$ cat config.mk
export PLATFORM = sky130hd
export DESIGN_NAME = nmea_sentence_deframer_top_flat
export DESIGN_NICKNAME = d
export VERILOG_FILES = /design/src/nsd_pkg.sv /design/src/nsd_if.sv /design/src/nsd_csr.sv /design/src/nsd_core.sv /design/src/nmea_sentence_deframer_top.sv /design/src/flat_wrapper.sv
export SDC_FILE = /design/constraint.sdc
export NUM_CORES = 1
export LEC_CHECK = 0
export BUFFER_PORTS_ARGS = -buffer_cell sky130_fd_sc_hd__buf_4
export CORE_MARGIN = 5
export CORE_UTILIZATION = 50
export CTS_CLUSTER_SIZE = 14
export DETAILED_ROUTE_END_ITERATION = 6
export PLACE_DENSITY = 0.77
export SLEW_MARGIN = 20
export SYNTH_ARGS = -nofsm -noshare
export SYNTH_HDL_FRONTEND = slang
export SYNTH_SLANG_ARGS = --single-unit
$ cat constraint.sdc
create_clock -name clock -period 2.9 [get_ports clock]
set_input_delay 0.58 -clock clock [delete_from_list [all_inputs] [get_ports clock]]
set_output_delay 0.58 -clock clock [all_outputs]
set_load 0.1 [all_outputs]
$ cat src/nsd_pkg.sv
// Package for the NMEA sentence deframer: phase and drop-reason types,
// character constants and the hex digit decoder. No dependencies.
`timescale 1ns / 1ps

package nsd_pkg;

   localparam logic [7:0] CH_START = 8'h24;
   localparam logic [7:0] CH_STAR  = 8'h2A;
   localparam logic [7:0] CH_CR    = 8'h0D;
   localparam logic [7:0] CH_LF    = 8'h0A;

   localparam logic [7:0] MAX_LEN_RESET = 8'd88;

   // Smallest frame that can close good: '$', '*', two digits, CR, LF.
   localparam logic [7:0] MIN_GOOD_LEN = 8'd6;

   localparam int CSR_ADDR_W = 3;
   localparam logic [CSR_ADDR_W-1:0] CSR_MAX_LEN_ADDR = 3'd0;

   typedef enum logic [2:0] {
      PH_IDLE = 3'd0,
      PH_BODY = 3'd1,
      PH_HI   = 3'd2,
      PH_LO   = 3'd3,
      PH_CR   = 3'd4,
      PH_LF   = 3'd5
   } phase_type;

   typedef enum logic [2:0] {
      DROP_NONE     = 3'd0,
      DROP_OVERFLOW = 3'd1,
      DROP_CHECKSUM = 3'd2,
      DROP_NO_CR    = 3'd3,
      DROP_NO_LF    = 3'd4
   } drop_reason_type;

   // Returns {digit_ok, nibble}; the nibble is zero when the digit is bad.
   function automatic logic [4:0] hex_decode(input logic [7:0] c);
      logic [7:0] diff;
      logic [4:0] res;
      res  = 5'd0;
      diff = 8'd0;
      if (c >= 8'h30 && c <= 8'h39) begin
         diff = c - 8'h30;
         res  = {1'b1, diff[3:0]};
      end else if (c >= 8'h41 && c <= 8'h46) begin
         diff = c - 8'h37;
         res  = {1'b1, diff[3:0]};
      end else if (c >= 8'h61 && c <= 8'h66) begin
         diff = c - 8'h57;
         res  = {1'b1, diff[3:0]};
      end
      return res;
   endfunction

endpackage

$ cat src/nsd_if.sv
// Stream channel interfaces for the deframer: received bytes in, per-byte
// results out. Depends on nothing.
`timescale 1ns / 1ps

interface nsd_req_if;
   logic       valid;
   logic       ready;
   logic [7:0] rx_byte;

   modport source (output valid, output rx_byte, input ready);
   modport sink   (input valid, input rx_byte, output ready);
endinterface

interface nsd_rsp_if;
   logic       valid;
   logic       ready;
   logic [7:0] byte_out;
   logic       byte_in_frame;
   logic       frame_start;
   logic       frame_good;
   logic [2:0] drop_reason;
   logic [7:0] frame_length;
   logic [7:0] computed_checksum;

   modport source (output valid, output byte_out, output byte_in_frame,
                   output frame_start, output frame_good, output drop_reason,
                   output frame_length, output computed_checksum, input ready);
   modport sink   (input valid, input byte_out, input byte_in_frame,
                   input frame_start, input frame_good, input drop_reason,
                   input frame_length, input computed_checksum, output ready);
endinterface

$ cat src/nsd_csr.sv
// APB-style register block holding the frame length limit.
// Depends on nsd_pkg.
`timescale 1ns / 1ps

module nsd_csr (
   input  logic                            clock,
   input  logic                            reset,
   input  logic                            csr_psel,
   input  logic                            csr_penable,
   input  logic                            csr_pwrite,
   input  logic [nsd_pkg::CSR_ADDR_W-1:0]  csr_paddr,
   input  logic [31:0]                     csr_pwdata,
   output logic [31:0]                     csr_prdata,
   output logic                            csr_pready,
   output logic [7:0]                      max_frame_len
);

   logic [7:0] max_len_ff;
   logic [7:0] max_len_in;
   logic       wr_en;

   assign csr_pready = 1'b1;
   assign wr_en = csr_psel && csr_penable && csr_pwrite &&
                  (csr_paddr == nsd_pkg::CSR_MAX_LEN_ADDR);

   always_comb begin
      max_len_in = max_len_ff;
      if (wr_en) begin
         max_len_in = csr_pwdata[7:0];
      end
   end

   always_ff @(posedge clock) begin
      if (reset) begin
         max_len_ff <= nsd_pkg::MAX_LEN_RESET;
      end else begin
         max_len_ff <= max_len_in;
      end
   end

   always_comb begin
      csr_prdata = 32'd0;
      if (csr_paddr == nsd_pkg::CSR_MAX_LEN_ADDR) begin
         csr_prdata = {24'd0, max_len_ff};
      end
   end

   assign max_frame_len = max_len_ff;

endmodule

$ cat src/nsd_core.sv
// Deframer datapath: input byte register, phase machine with checksum and
// length tracking, and the result register. Depends on nsd_pkg and nsd_if.
`timescale 1ns / 1ps

module nsd_core (
   input  logic       clock,
   input  logic       reset,
   input  logic [7:0] max_frame_len,
   nsd_req_if.sink    req,
   nsd_rsp_if.source  rsp
);

   // Input stage.
   logic       in_valid_ff;
   logic       in_valid_in;
   logic [7:0] in_byte_ff;
   logic [7:0] in_byte_in;
   logic       advance;

   // Frame state.
   nsd_pkg::phase_type phase_ff;
   nsd_pkg::phase_type phase_in;
   nsd_pkg::phase_type phase_eff;
   logic [7:0] xor_ff;
   logic [7:0] xor_in;
   logic [7:0] count_ff;
   logic [7:0] count_in;
   logic [3:0] nibble_ff;
   logic [3:0] nibble_in;
   logic       high_bad_ff;
   logic       high_bad_in;

   logic       overflow;
   logic [4:0] digit;
   logic       check_fail;

   // Per-byte result.
   logic                     in_frame;
   logic                     start;
   logic                     good;
   logic                     show;
   nsd_pkg::drop_reason_type reason;

   // Result register.
   logic       out_valid_ff;
   logic       out_valid_in;
   logic [7:0] out_byte_ff;
   logic       out_in_frame_ff;
   logic       out_start_ff;
   logic       out_good_ff;
   logic [2:0] out_reason_ff;
   logic [7:0] out_length_ff;
   logic [7:0] out_chk_ff;

   assign advance = in_valid_ff && (!out_valid_ff || rsp.ready);
   assign req.ready = !in_valid_ff || advance;

   always_comb begin
      in_valid_in = in_valid_ff;
      in_byte_in  = in_byte_ff;
      if (req.valid && req.ready) begin
         in_valid_in = 1'b1;
         in_byte_in  = req.rx_byte;
      end else if (advance) begin
         in_valid_in = 1'b0;
      end
   end

   // An open frame that has reached the limit is dropped first; the byte is
   // then treated as if the deframer were idle.
   assign overflow  = (phase_ff != nsd_pkg::PH_IDLE) && (count_ff >= max_frame_len);
   assign phase_eff = overflow ? nsd_pkg::PH_IDLE : phase_ff;
   assign digit     = nsd_pkg::hex_decode(in_byte_ff);
   assign check_fail = !digit[4] || high_bad_ff || ({nibble_ff, digit[3:0]} != xor_ff);

   // Next state.
   always_comb begin
      phase_in    = phase_eff;
      xor_in      = xor_ff;
      count_in    = count_ff;
      nibble_in   = nibble_ff;
      high_bad_in = high_bad_ff;
      unique case (phase_eff)
         nsd_pkg::PH_IDLE: begin
            if (in_byte_ff == nsd_pkg::CH_START) begin
               count_in    = 8'd1;
               xor_in      = 8'd0;
               nibble_in   = 4'd0;
               high_bad_in = 1'b0;
               phase_in    = nsd_pkg::PH_BODY;
            end
         end
         nsd_pkg::PH_BODY: begin
            count_in = count_ff + 8'd1;
            if (in_byte_ff == nsd_pkg::CH_STAR) begin
               phase_in = nsd_pkg::PH_HI;
            end else begin
               xor_in = xor_ff ^ in_byte_ff;
            end
         end
         nsd_pkg::PH_HI: begin
            count_in    = count_ff + 8'd1;
            high_bad_in = !digit[4];
            nibble_in   = digit[3:0];
            phase_in    = nsd_pkg::PH_LO;
         end
         nsd_pkg::PH_LO: begin
            count_in = count_ff + 8'd1;
            phase_in = check_fail ? nsd_pkg::PH_IDLE : nsd_pkg::PH_CR;
         end
         nsd_pkg::PH_CR: begin
            if (in_byte_ff == nsd_pkg::CH_CR) begin
               count_in = count_ff + 8'd1;
               phase_in = nsd_pkg::PH_LF;
            end else begin
               phase_in = nsd_pkg::PH_IDLE;
            end
         end
         nsd_pkg::PH_LF: begin
            if (in_byte_ff == nsd_pkg::CH_LF) begin
               count_in = count_ff + 8'd1;
            end
            phase_in = nsd_pkg::PH_IDLE;
         end
         default: begin
            phase_in = nsd_pkg::PH_IDLE;
         end
      endcase
   end

   // Per-byte outputs.
   always_comb begin
      in_frame = 1'b0;
      start    = 1'b0;
      good     = 1'b0;
      reason   = overflow ? nsd_pkg::DROP_OVERFLOW : nsd_pkg::DROP_NONE;
      unique case (phase_eff) inside
         nsd_pkg::PH_IDLE: begin
            if (in_byte_ff == nsd_pkg::CH_START) begin
               in_frame = 1'b1;
               start    = 1'b1;
            end
         end
         nsd_pkg::PH_BODY, nsd_pkg::PH_HI: begin
            in_frame = 1'b1;
         end
         nsd_pkg::PH_LO: begin
            in_frame = 1'b1;
            if (check_fail) begin
               reason = nsd_pkg::DROP_CHECKSUM;
            end
         end
         nsd_pkg::PH_CR: begin
            if (in_byte_ff == nsd_pkg::CH_CR) begin
               in_frame = 1'b1;
            end else begin
               reason = nsd_pkg::DROP_NO_CR;
            end
         end
         nsd_pkg::PH_LF: begin
            if (in_byte_ff == nsd_pkg::CH_LF) begin
               in_frame = 1'b1;
               good     = 1'b1;
            end else begin
               reason = nsd_pkg::DROP_NO_LF;
            end
         end
         default: begin
            in_frame = 1'b0;
         end
      endcase
      // Lengths are shown for stored bytes and for any byte that drops a frame.
      show = in_frame || (reason != nsd_pkg::DROP_NONE);
   end

   always_comb begin
      out_valid_in = out_valid_ff;
      if (advance) begin
         out_valid_in = 1'b1;
      end else if (rsp.ready) begin
         out_valid_in = 1'b0;
      end
   end

   always_ff @(posedge clock) begin
      if (reset) begin
         in_valid_ff  <= 1'b0;
         out_valid_ff <= 1'b0;
         phase_ff     <= nsd_pkg::PH_IDLE;
         xor_ff       <= 8'd0;
         count_ff     <= 8'd0;
         nibble_ff    <= 4'd0;
         high_bad_ff  <= 1'b0;
      end else begin
         in_valid_ff  <= in_valid_in;
         out_valid_ff <= out_valid_in;
         if (advance) begin
            phase_ff    <= phase_in;
            xor_ff      <= xor_in;
            count_ff    <= count_in;
            nibble_ff   <= nibble_in;
            high_bad_ff <= high_bad_in;
         end
      end
   end

   always_ff @(posedge clock) begin
      in_byte_ff <= in_byte_in;
      if (advance) begin
         out_byte_ff     <= in_byte_ff;
         out_in_frame_ff <= in_frame;
         out_start_ff    <= start;
         out_good_ff     <= good;
         out_reason_ff   <= reason;
         out_length_ff   <= show ? count_in : 8'd0;
         out_chk_ff      <= show ? xor_in : 8'd0;
      end
   end

   assign rsp.valid             = out_valid_ff;
   assign rsp.byte_out          = out_byte_ff;
   assign rsp.byte_in_frame     = out_in_frame_ff;
   assign rsp.frame_start       = out_start_ff;
   assign rsp.frame_good        = out_good_ff;
   assign rsp.drop_reason       = out_reason_ff;
   assign rsp.frame_length      = out_length_ff;
   assign rsp.computed_checksum = out_chk_ff;

   // A held input byte is not lost while the result side stalls.
   a_hold_input: assert property (@(posedge clock) disable iff (reset)
      in_valid_ff && !advance |=> in_valid_ff && $stable(in_byte_ff))
      else $error("input byte lost while stalled");

   // An opening dollar always leaves the machine collecting the body.
   a_start_body: assert property (@(posedge clock) disable iff (reset)
      advance && start |=> phase_ff == nsd_pkg::PH_BODY)
      else $error("frame start did not enter body phase");

   // A good frame is never also a drop, and holds at least the minimal sentence.
   a_good_len: assert property (@(posedge clock) disable iff (reset)
      rsp.valid && rsp.frame_good |->
         rsp.drop_reason == nsd_pkg::DROP_NONE &&
         rsp.frame_length >= nsd_pkg::MIN_GOOD_LEN)
      else $error("good frame with drop or short length");

   // A frame start is a stored dollar with length one.
   a_start_byte: assert property (@(posedge clock) disable iff (reset)
      rsp.valid && rsp.frame_start |->
         rsp.byte_out == nsd_pkg::CH_START && rsp.byte_in_frame &&
         rsp.frame_length == 8'd1)
      else $error("frame start result inconsistent");

endmodule

$ cat src/nmea_sentence_deframer_top.sv
// An accepted byte passes the input register, then the result register, before its
// result beat is offered. Throughput: one byte per cycle while the receiver takes
// results, set by the combinational phase update between the two registers.
// Reset (synchronous, active high) empties both stages, returns the phase machine
// to idle with zero checksum and count, and sets max_frame_len to 88.
// Top level of the deframer; depends on nsd_pkg, nsd_if, nsd_csr and nsd_core.
`timescale 1ns / 1ps

module nmea_sentence_deframer_top (
   input  logic                            clock,
   input  logic                            reset,
   nsd_req_if.sink                         req_ch,
   nsd_rsp_if.source                       rsp_ch,
   input  logic                            csr_psel,
   input  logic                            csr_penable,
   input  logic                            csr_pwrite,
   input  logic [nsd_pkg::CSR_ADDR_W-1:0]  csr_paddr,
   input  logic [31:0]                     csr_pwdata,
   output logic [31:0]                     csr_prdata,
   output logic                            csr_pready
);

   logic [7:0] max_frame_len;

   nsd_csr u_csr (
      .clock         (clock),
      .reset         (reset),
      .csr_psel      (csr_psel),
      .csr_penable   (csr_penable),
      .csr_pwrite    (csr_pwrite),
      .csr_paddr     (csr_paddr),
      .csr_pwdata    (csr_pwdata),
      .csr_prdata    (csr_prdata),
      .csr_pready    (csr_pready),
      .max_frame_len (max_frame_len)
   );

   nsd_core u_core (
      .clock         (clock),
      .reset         (reset),
      .max_frame_len (max_frame_len),
      .req           (req_ch),
      .rsp           (rsp_ch)
   );

endmodule

$ cat src/flat_wrapper.sv
// flat-port wrapper written by rule: the top's interface ports become plain ports
module nmea_sentence_deframer_top_flat 
  (clock, reset, csr_psel, csr_penable, csr_pwrite, csr_paddr, csr_pwdata, csr_prdata, csr_pready, req_ch_valid, req_ch_rx_byte, req_ch_ready, rsp_ch_valid, rsp_ch_byte_out, rsp_ch_byte_in_frame, rsp_ch_frame_start, rsp_ch_frame_good, rsp_ch_drop_reason, rsp_ch_frame_length, rsp_ch_computed_checksum, rsp_ch_ready);
  nsd_req_if req_ch_i ();
  nsd_rsp_if rsp_ch_i ();
  input  logic clock;
  input  logic reset;
  input  logic csr_psel;
  input  logic csr_penable;
  input  logic csr_pwrite;
  input  logic [nsd_pkg::CSR_ADDR_W-1:0] csr_paddr;
  input  logic [31:0] csr_pwdata;
  output logic [31:0] csr_prdata;
  output logic csr_pready;
  input wire logic [$bits(req_ch_i.valid)-1:0] req_ch_valid;
  input wire logic [$bits(req_ch_i.rx_byte)-1:0] req_ch_rx_byte;
  output wire logic [$bits(req_ch_i.ready)-1:0] req_ch_ready;
  output wire logic [$bits(rsp_ch_i.valid)-1:0] rsp_ch_valid;
  output wire logic [$bits(rsp_ch_i.byte_out)-1:0] rsp_ch_byte_out;
  output wire logic [$bits(rsp_ch_i.byte_in_frame)-1:0] rsp_ch_byte_in_frame;
  output wire logic [$bits(rsp_ch_i.frame_start)-1:0] rsp_ch_frame_start;
  output wire logic [$bits(rsp_ch_i.frame_good)-1:0] rsp_ch_frame_good;
  output wire logic [$bits(rsp_ch_i.drop_reason)-1:0] rsp_ch_drop_reason;
  output wire logic [$bits(rsp_ch_i.frame_length)-1:0] rsp_ch_frame_length;
  output wire logic [$bits(rsp_ch_i.computed_checksum)-1:0] rsp_ch_computed_checksum;
  input wire logic [$bits(rsp_ch_i.ready)-1:0] rsp_ch_ready;
  assign req_ch_i.valid = req_ch_valid;
  assign req_ch_i.rx_byte = req_ch_rx_byte;
  assign req_ch_ready = req_ch_i.ready;
  assign rsp_ch_valid = rsp_ch_i.valid;
  assign rsp_ch_byte_out = rsp_ch_i.byte_out;
  assign rsp_ch_byte_in_frame = rsp_ch_i.byte_in_frame;
  assign rsp_ch_frame_start = rsp_ch_i.frame_start;
  assign rsp_ch_frame_good = rsp_ch_i.frame_good;
  assign rsp_ch_drop_reason = rsp_ch_i.drop_reason;
  assign rsp_ch_frame_length = rsp_ch_i.frame_length;
  assign rsp_ch_computed_checksum = rsp_ch_i.computed_checksum;
  assign rsp_ch_i.ready = rsp_ch_ready;
  nmea_sentence_deframer_top u_core (.clock(clock), .reset(reset), .req_ch(req_ch_i), .rsp_ch(rsp_ch_i), .csr_psel(csr_psel), .csr_penable(csr_penable), .csr_pwrite(csr_pwrite), .csr_paddr(csr_paddr), .csr_pwdata(csr_pwdata), .csr_prdata(csr_prdata), .csr_pready(csr_pready));
endmodule
== After elaboration in Yosys (flattened, before gate mapping) ==
Cells that the tools add are included.
Word-level totals
  flip-flop bits (word level): 72
  input bits: 50
  output and inout port bits: 65
  word-level logic and storage cells: 99
Operators by class
  add/subtract/negate cells: 4
  $lt $le $gt $ge: 7
  equality and inequality tests: 11
  multiplexer cells: 34
  bitwise gates (word level): 1
  reductions and logical operators: 26
Operators with widths (number)
  8-bit 2-to-1 mux: 6
  8-bit one-hot mux with 4 select lines: 1
  3-bit 2-to-1 mux: 6
  8-bit by 4-bit == test with 1-bit output (second input constant): 2
  8-bit by 6-bit == test with 1-bit output (second input constant): 2
  8-bit by 7-bit greater-or-equal comparator with 1-bit output (second input constant): 2
  8-bit by 7-bit less-or-equal comparator with 1-bit output (second input constant): 2
  8-bit one-hot mux with 2 select lines: 1
  5-bit 2-to-1 mux: 3
  3-bit one-hot mux with 5 select lines: 1
  1-bit logical AND: 9
  1-bit 2-to-1 mux: 9
  3-bit one-hot mux with 3 select lines: 1
  8-bit by 1-bit adder with 8-bit output (second input constant): 1
  8-bit by 6-bit greater-or-equal comparator with 1-bit output (second input constant): 1
  8-bit greater-or-equal comparator: 1
  8-bit by 6-bit less-or-equal comparator with 1-bit output (second input constant): 1
  8-bit != test: 1
  4-bit one-hot mux with 2 select lines: 1
  4-bit by 3-bit subtractor with 4-bit output (second input constant): 2
  8-bit XOR: 1
  3-bit by 2-bit == test with 1-bit output (second input constant): 2
  3-bit == test (second input constant): 2
  3-bit zero test: 2
  other kinds (13): 23

== Longest topological paths before layout ==
Gate-level depths: netlist of run 1.
  depth after elaboration: 12
  mapped depth: 10
  gate-level depth less buffers: 9

== Modules after synthesis ==
From an unflattened synthesis of run 1, not the netlist that was laid out.
Second synthesis, totals
  cells, all modules: 459
  area total of the unflattened synthesis: 4455.5 um2
By module, submodules not included
  nsd_core: times used 1, cells each 388, area an instance 3823.7 um2, seq. area each 1661.6 um2
  nsd_csr: times used 1, cells each 71, area an instance 631.9 um2, seq. area each 160.2 um2

== Least setup slack after synthesis of run 1 ==
Ideal clock, no wire load.
  path kind: register -> register
  start point: register u_core.u_core.out_valid_ff (netlist: u_core.u_core.rsp.valid)
  end point: register u_core.u_core.count_ff[2]
  library setup time: 129 ps
  data arrival time: 2578 ps
  data required time: 2771 ps
  setup slack: 194 ps
  cell stages (with the launch flop): 8
  path buffers: 1
  period minus slack after synthesis: 2706 ps
  path through: dfxtp_1 nor2b_1 nand2b_1 inv_1 clkbuf_1 and2_1 o21ai_0 o31ai_1
On the way
  cells in the longest elaborated chain, start to end: 3
RTL lines
  start, declared: line nsd_core.sv:45  | logic out_valid_ff;
  start signal, assigned: line nsd_core.sv:196  | out_valid_ff <= out_valid_in;
  1-bit zero test: line nsd_core.sv:55  | assign advance = in_valid_ff && (!out_valid_ff || rsp.ready);
  1-bit logical OR: line nsd_core.sv:55
  1-bit logical AND: line nsd_core.sv:55
  named net u_core.u_core.advance: line nsd_core.sv:18  | logic advance;
  end signal, assigned: line nsd_core.sv:200  | count_ff <= count_in;
  end, declared: line nsd_core.sv:26  | logic [7:0] count_ff;
The timed path passes the listed nets, and every way through them passes these cells.
A chain may end at the register's enable or synchronous reset.

== Worst setup path in the final report of run 1 ==
  start point: register u_core.u_core.count_ff[7]
  end point: register u_core.u_core.out_chk_ff[3] (netlist: u_core.u_core.rsp.computed_checksum[3]) (data pin)
On the way
  cells in the longest elaborated chain, start to end: 7
  elaborated cells between the ends (all ways): 19
  those cells by class: 1 x order compare; 5 x eq/ne; 8 x mux; 5 x reduce/logical
RTL lines
  8-bit greater-or-equal comparator *: line nsd_core.sv:71  | assign overflow = (phase_ff != nsd_pkg::PH_IDLE) && (count_ff >= max_frame_len);
  1-bit logical AND *: line nsd_core.sv:71
  3-bit 2-to-1 mux or 1-bit 2-to-1 mux (tied branches): line nsd_core.sv:72, nsd_core.sv:136
  3-bit by 1-bit == test with 1-bit output, or another cell as far along: line nsd_core.sv:83  | unique case (phase_eff)
  3-bit OR reduction (no line) or 3-bit one-hot mux with 3 select lines (tied branches)
  1-bit one-hot mux with 4 select lines or 3-bit nonzero test (tied branches): line nsd_core.sv:137, nsd_core.sv:173
  1-bit logical OR: line nsd_core.sv:173  | show = in_frame || (reason != nsd_pkg::DROP_NONE);
  end signal, assigned: line nsd_core.sv:216  | out_chk_ff <= show ? xor_in : 8'd0;
  end, declared: line nsd_core.sv:53  | logic [7:0] out_chk_ff;
Every way passes the cells marked *; elsewhere a longest branch is shown, timed or not.

==> impl_metrics.py, run 1 <==
metrics = {
    "status": {
        "outcome": "complete, no violations",
    },
    "route": {
        "drc": 0,
        "top_layer": "met4",
        "dr.pass1.iters": 7,
        "vias": 3512,
        "avgViaCountPerCell": 5.75,
        "wl_per_cell_um": 15.8,
        "drt_iter0_markers": 307,
        "routed-wl-met2_mm": 4.55,
        "wl_met1_mm": 4.10,
        "drt-total-wl_mm": 9.63,
        "drt.antenna.violating_nets": 0,
        "met3WireLength_um": 801,
    },
    "grt": {
        "grt_usage_pct": 19.0,
        "antenna_found_initial": 0,
        "grt_pass1_vias": 3190,
        "grt.overflow.total": 0,
        "grt_pass1_wl_mm": 15.4,
        "grt_max_degree": 38,
    },
    "clock_tree": {
        "clk_pin_slew_worst_paths_ps": 70,
        "cts_tree": "built",
        "cts_inserted_buffers": 9,
        "post_cts_resized": 0,
        "hold_buffers": 0,
        "clock_latency_ps": 360,
        "root_buffer": "clkbuf_8",
        "htreeDepth": 3,
        "clkSinkCount": 72,
        "cts_setup_buffers": 0,
        "clk_path_buf_depth": 2,
    },
    "timing": {
        "whs_ps": 398,
        "layout_setup_ws_ps": 358,
        "relSlewSlack_pct": 56.3,
        "rsz0062_at_grt": "false",
        "hold_viol": 0,
        "worst_slew_pin_slew_ps": 651,
        "finClkSkew_ps": 11.0,
        "fin_setup_tns_ps": 0,
        "fin_crit_ps": 2540,
        "setup_violations": 0,
        "max_freq_ghz": 0.393,
        "timing.final.crit_share_pct": 87.6,
        "slew_viol_final": 0,
    },
    "final_layout": {
        "nNetsFinal": 565,
        "drive_gt1_share_pct": 21.1,
        "diodes": 0,
        "area_growth_pct": 17.9,
        "num-fill-cells": 677,
    },
    "job": {
        "maxCapViolations": 0,
    },
    "worst_setup_path": {
        "critPathBufInv": 1,
        "crit_chain": "ha_1 -> a211oi_1 -> o211ai_2 -> and2_0 -> o32ai_4 -> buf_4 -> a22oi_1",
        "arrival_ps": 2640,
        "cp-startpoint": "u_core.u_core.count_ff[7]",
        "cp_max_fo": 16,
        "crit_required_ps": 3000,
        "crit_family": "compound AO/OA/AOI/OAI gates",
        "start_kind": "register",
        "cpMaxStageDelayCell": "dfxtp_1",
        "rr_startpoint": "u_core.u_core.count_ff[7]",
        "cp-end-kind": "register",
        "worstSetupPathType": "register to register",
        "cp_slowest_stage_delay_ps": 420,
    },
    "floorplan": {
        "fp.dieW_um": 101,
        "initial_core_util_pct": 51.0,
        "rows": 33,
        "dieArea_um2": 10200,
        "io_pins": 115,
        "fp.dieH_um": 101,
        "core_area_um2": 8130,
    },
    "synthesis": {
        "synth_cell_type_count": 65,
        "synth-edff-count": 38,
        "netlist_area_um2": 4150,
        "synthAdderAreaFrac_pct": 4.22,
        "avgSynthCellArea_um2": 9.54,
        "synthCells": 435,
        "synth_area_leaders": "edfxtp_1, dfxtp_1, buf_4",
        "synth_compound_area_share_pct": 19.8,
        "synth_top_area_share_pct": 27.5,
        "synth_common_cells": "edfxtp_1, dfxtp_1, nor2_1",
        "synth_largest_area_cell": "edfxtp_1",
        "ys_warn_count": 0,
        "async_flop_share_pct": 0,
        "yosysSeqAreaShare_pct": 43.9,
        "synth.most_common_cell": "edfxtp_1",
        "synth_top_family_by_area": "compound AO/OA/AOI/OAI gates",
        "synthMuxAreaShare_pct": 1.45,
        "synth_flop_cell": "edfxtp_1",
        "yosys.area_share.simple_pct": 19.1,
        "synth-seq-cells": 72,
        "synth-xor-area-share_pct": 1.48,
    },
    "place": {
        "pre_cts_slack_ps": 381,
        "dp_hpwl_mm": 6.87,
        "numPortBuffers": 65,
        "gp_congestion": 0.880,
    },
    "power_and_ir_drop": {
        "switchingPower_mw": 0.831,
        "power.internal_mw": 1.70,
        "switching_share_pct": 32.9,
        "power_frac_seq_pct": 45.2,
        "ir_worst_vdd_mv": 0.261,
        "combPwrFrac_pct": 19.9,
        "p_leak_nw": 1.92,
        "clockPowerShare_pct": 34.9,
        "pwr_density_cell_nw_per_um2": 517,
    },
    "hold_path": {
        "hp-start": "req_ch_rx_byte[7]",
        "hold_path.class": "primary input to register",
    },
}
-- per-layer routing --
layer | GRT usage [%] | vias to the layer above
li1 | - | 1684
met1 | 25.8 | 1638
met2 | 29.8 | 173
met3 | 3.46 | 17
met4 | 7.46 | 0
met5 | 0 | -
-- flip-flops by register name (all words and copies together), names as in the netlist --
name,flops
u_core.u_core.count_ff,8
u_core.u_core.in_byte_ff,8
u_core.u_core.rsp.byte_out,8
u_core.u_core.rsp.computed_checksum,8
u_core.u_core.rsp.frame_length,8
u_core.u_core.xor_ff,8
u_core.u_csr.max_frame_len,8
u_core.u_core.nibble_ff,4
u_core.u_core.phase_ff,3
u_core.u_core.rsp.drop_reason,3
u_core.u_core.high_bad_ff,1
u_core.u_core.in_valid_ff,1
u_core.u_core.rsp.byte_in_frame,1
u_core.u_core.rsp.frame_good,1
u_core.u_core.rsp.frame_start,1
u_core.u_core.rsp.valid,1
-- final timing paths --
path	to	slack, ps	cells after the start
min reg2reg	u_core.u_core.high_bad_ff	480	2
max	u_core.u_core.rsp.computed_checksum[3]	360	7
min	u_core.u_core.in_byte_ff[7]	400	1
max reg2reg	u_core.u_core.rsp.computed_checksum[3]	360	7
-- power by group through the flow --
stage	combinational, mW	sequential [mW]	clock (mW)
final	0.504	1.14	0.881
after global routing	0.526	1.15	0.948
after CTS	0.502	1.14	0.894
after detailed placement	0.501	1.16	0
after global placement	0.495	1.16	0
after floorplan	0.310	1.28	0
-- cell families after synthesis --
logic type / Yosys count
and+or+nand+nor: 146
buffers and inverters: 78
DFF: 72
AOI/OAI and AO/OA: 110
muxes: 6
xor gates and xnor gates: 7
other: 2
adders and majority gates: 14
-- metrics by stage --
stage                     total power, mW  std cells  area (µm²)  utilization (%)
final                                2.53        611        4890             60.1
after global routing                 2.62        611        4890             60.1
after CTS                            2.54        611        4890             60.1
after detailed placement             1.67        595        4670             57.4
after global placement               1.66        595        4670             57.4
after floorplan                      1.59        458        4230                -
-- cells in the final DEF (no fill, tap or decap), types with 9 or more instances in the layout --
| master | Yosys | final |
|---|---|---|
| clkbuf_8 | 0 | 9 |
| o21ai_0 | 15 | 15 |
| edfxtp_1 | 38 | 38 |
| ha_1 | 14 | 14 |
| nor2_1 | 34 | 34 |
| nand3_1 | 18 | 18 |
| conb_1 | 2 | 25 |
| nand2_1 | 22 | 22 |
| a22oi_1 | 14 | 14 |
| dfxtp_1 | 34 | 34 |
| inv_1 | 29 | 29 |
| a21oi_1 | 17 | 17 |
| nor3_1 | 13 | 13 |
| buf_4 | 25 | 81 |
| and2_1 | 11 | 11 |
| a31oi_1 | 12 | 12 |
-- layout make-up --
type                            instances  area (µm²)  share of cell area, %
Multi-Input combinational cell        308        2000                   40.9
Clock buffer                            9         124                   2.53
Timing Repair Buffer                   81         608                   12.4
Tap cell                              105         131                   2.69
Inverter                               29         109                   2.23
Sequential cell                        72        1820                   37.3
Clock inverter                          7        93.8                   1.92
(Power assumes the default switching activity.)
==> inputs of run 2 (changes only) <==
--- a/config.mk
+++ b/config.mk
@@ -7,10 +7,9 @@
 export LEC_CHECK = 0
 export BUFFER_PORTS_ARGS = -buffer_cell sky130_fd_sc_hd__buf_4
 export CORE_MARGIN = 5
-export CORE_UTILIZATION = 50
+export CORE_UTILIZATION = 30
 export CTS_CLUSTER_SIZE = 14
 export DETAILED_ROUTE_END_ITERATION = 6
-export PLACE_DENSITY = 0.77
 export SLEW_MARGIN = 20
 export SYNTH_ARGS = -nofsm -noshare
 export SYNTH_HDL_FRONTEND = slang
==> impl_metrics.py, run 2 (synthesis gave the netlist of run 1 again) <==
metrics = {
    "timing": {
        "slew_viol_final": 0,
        "rsz0062_at_grt": "false",
        "finClkSkew_ps": 12.8,
        "worst_slew_pin_slew_ps": 648,
        "hold_viol": 0,
        "relSlewSlack_pct": 56.5,
        "fin_crit_ps": 2500,
        "timing.final.crit_share_pct": 86.3,
        "fin_setup_tns_ps": 0,
        "max_freq_ghz": 0.400,
        "setup_violations": 0,
    },
    "clock_tree": {
        "cts_setup_buffers": 0,
        "hold_buffers": 0,
        "htreeDepth": 3,
        "clock_latency_ps": 340,
        "root_buffer": "clkbuf_16",
        "cts_tree": "built",
        "clkSinkCount": 72,
        "clk_pin_slew_worst_paths_ps": 60,
        "post_cts_resized": 0,
        "clk_path_buf_depth": 2,
        "cts_inserted_buffers": 9,
    },
    "power_and_ir_drop": {
        "switching_share_pct": 30.2,
        "switchingPower_mw": 0.861,
        "power_mw": 2.85,
        "clockPowerShare_pct": 42.1,
        "combPwrFrac_pct": 17.7,
        "pwr_density_cell_nw_per_um2": 560,
        "power_frac_seq_pct": 40.1,
        "ir_worst_vdd_mv": 0.248,
        "power.internal_mw": 1.99,
        "p_leak_nw": 1.97,
    },
    "grt": {
        "grt_usage_pct": 12.8,
        "grt_pass1_vias": 3321,
        "grt_pass1_wl_mm": 16.8,
        "antenna_found_initial": 0,
        "grt_max_degree": 38,
        "grt.overflow.total": 0,
    },
    "final_layout": {
        "layout_common_cells": "buf_4, edfxtp_1, nor2_1, dfxtp_1, inv_1",
        "diodes": 0,
        "drive_gt1_share_pct": 20.8,
        "area_growth_pct": 22.8,
        "final_common_cell": "buf_4",
        "layout.cells.non_filler": 685,
        "nNetsFinal": 564,
        "design_area_um2": 5090,
    },
    "place": {
        "placed_area_um2": 4770,
        "dp_cells": 669,
        "dp_hpwl_mm": 7.43,
        "gp_congestion": 0.849,
        "numPortBuffers": 65,
    },
    "route": {
        "top_layer": "met4",
        "drt.antenna.violating_nets": 0,
        "avgViaCountPerCell": 5.02,
        "drt_iter0_markers": 296,
        "dr.pass1.iters": 6,
        "met3WireLength_um": 915,
        "wl_per_cell_um": 15.1,
        "routed-wl-met2_mm": 4.51,
        "drc": 0,
        "vias": 3437,
        "wl_met1_mm": 4.75,
        "drt-total-wl_mm": 10.3,
    },
    "floorplan": {
        "initial_core_util_pct": 30.2,
        "rows": 43,
        "core_area_um2": 13700,
        "dieArea_um2": 16300,
        "fp.dieW_um": 128,
        "fp.dieH_um": 128,
        "io_pins": 115,
    },
    "worst_setup_path": {
        "start_kind": "register",
        "arrival_ps": 2760,
        "cpMaxStageDelayCell": "or4_1",
        "worstSetupPathType": "register to register",
        "path_depth": 7,
        "r2r-end": "u_core.u_core.xor_ff[0]",
        "critPathBufInv": 1,
        "cp_max_fo": 15,
        "crit_chain": "ha_1 -> a211oi_1 -> o211ai_2 -> and2_0 -> buf_4 -> or4_1 -> a31oi_1",
        "rr_startpoint": "u_core.u_core.count_ff[7]",
        "crit_family": "compound AO/OA/AOI/OAI gates",
        "cp-end-kind": "register",
        "cp_slowest_stage_delay_ps": 470,
        "regToRegSetupSlack_ps": 400,
        "r2r_cells": 7,
        "crit_required_ps": 3150,
    },
    "hold_path": {
        "hold_path.class": "primary input to register",
        "min_path_cells": 1,
        "hp-start": "req_ch_rx_byte[6]",
        "min_to": "u_core.u_core.in_byte_ff[6]",
    },
    "status": {
        "outcome": "complete, no violations",
    },
    "job": {
        "maxCapViolations": 0,
    },
}
run 2: worst max-delay path by stage:
stage | slack, ps | startpoint | to
finish | 400 | u_core.u_core.count_ff[7] | u_core.u_core.xor_ff[0]
detailed placement | 420 | u_core.u_core.count_ff[7] | u_core.u_core.xor_ff[3]
global route | 210 | u_core.u_core.in_byte_ff[4] | u_core.u_core.count_ff[3]
global placement | 450 | u_core.u_core.count_ff[0] | u_core.u_core.rsp.frame_length[6]
CTS | 410 | u_core.u_csr.max_frame_len[7] | u_core.u_core.xor_ff[5]
floorplan | 190 | u_core.u_core.rsp.valid | u_core.u_core.count_ff[2]
run 2: metal layers:
| metal | track usage, % | vias up |
|---|---|---|
| met4 | 4.37 | 0 |
| met5 | 0 | - |
| li1 | - | 1692 |
| met3 | 3.18 | 9 |
| met1 | 18.2 | 1594 |
| met2 | 19.0 | 142 |
run 2: power groups by stage:
stage          combinational [mW]  clock [mW]  sequential (mW)
6_report                    0.506        1.20             1.15
5_1_grt                     0.532        1.28             1.15
4_1_cts                     0.506        1.22             1.14
3_5_place_dp                0.505           0             1.17
3_3_place_gp                0.501           0             1.17
2_1_floorplan               0.310           0             1.28
run 2: layout make-up:
type                            count  area (µm²)
Fill cell                        1399        8630
Multi-Input combinational cell    308        2000
Sequential cell                    72        1820
Timing Repair Buffer               80         613
Clock buffer                       11         243
Tap cell                          180         225
Inverter                           29         109
Clock inverter                      5        81.3
run 2: per-stage QoR:
| step | setup slack (ps) | util (%) | hold WS (ps) |
|---|---|---|---|
| floorplan | 194 | - | 455 |
| global placement | 453 | 34.8 | 465 |
| detailed placement | 417 | 34.8 | 481 |
| CTS | 409 | 37.1 | 417 |
| global route | 211 | 37.1 | 415 |
| finish | 398 | 37.1 | 423 |
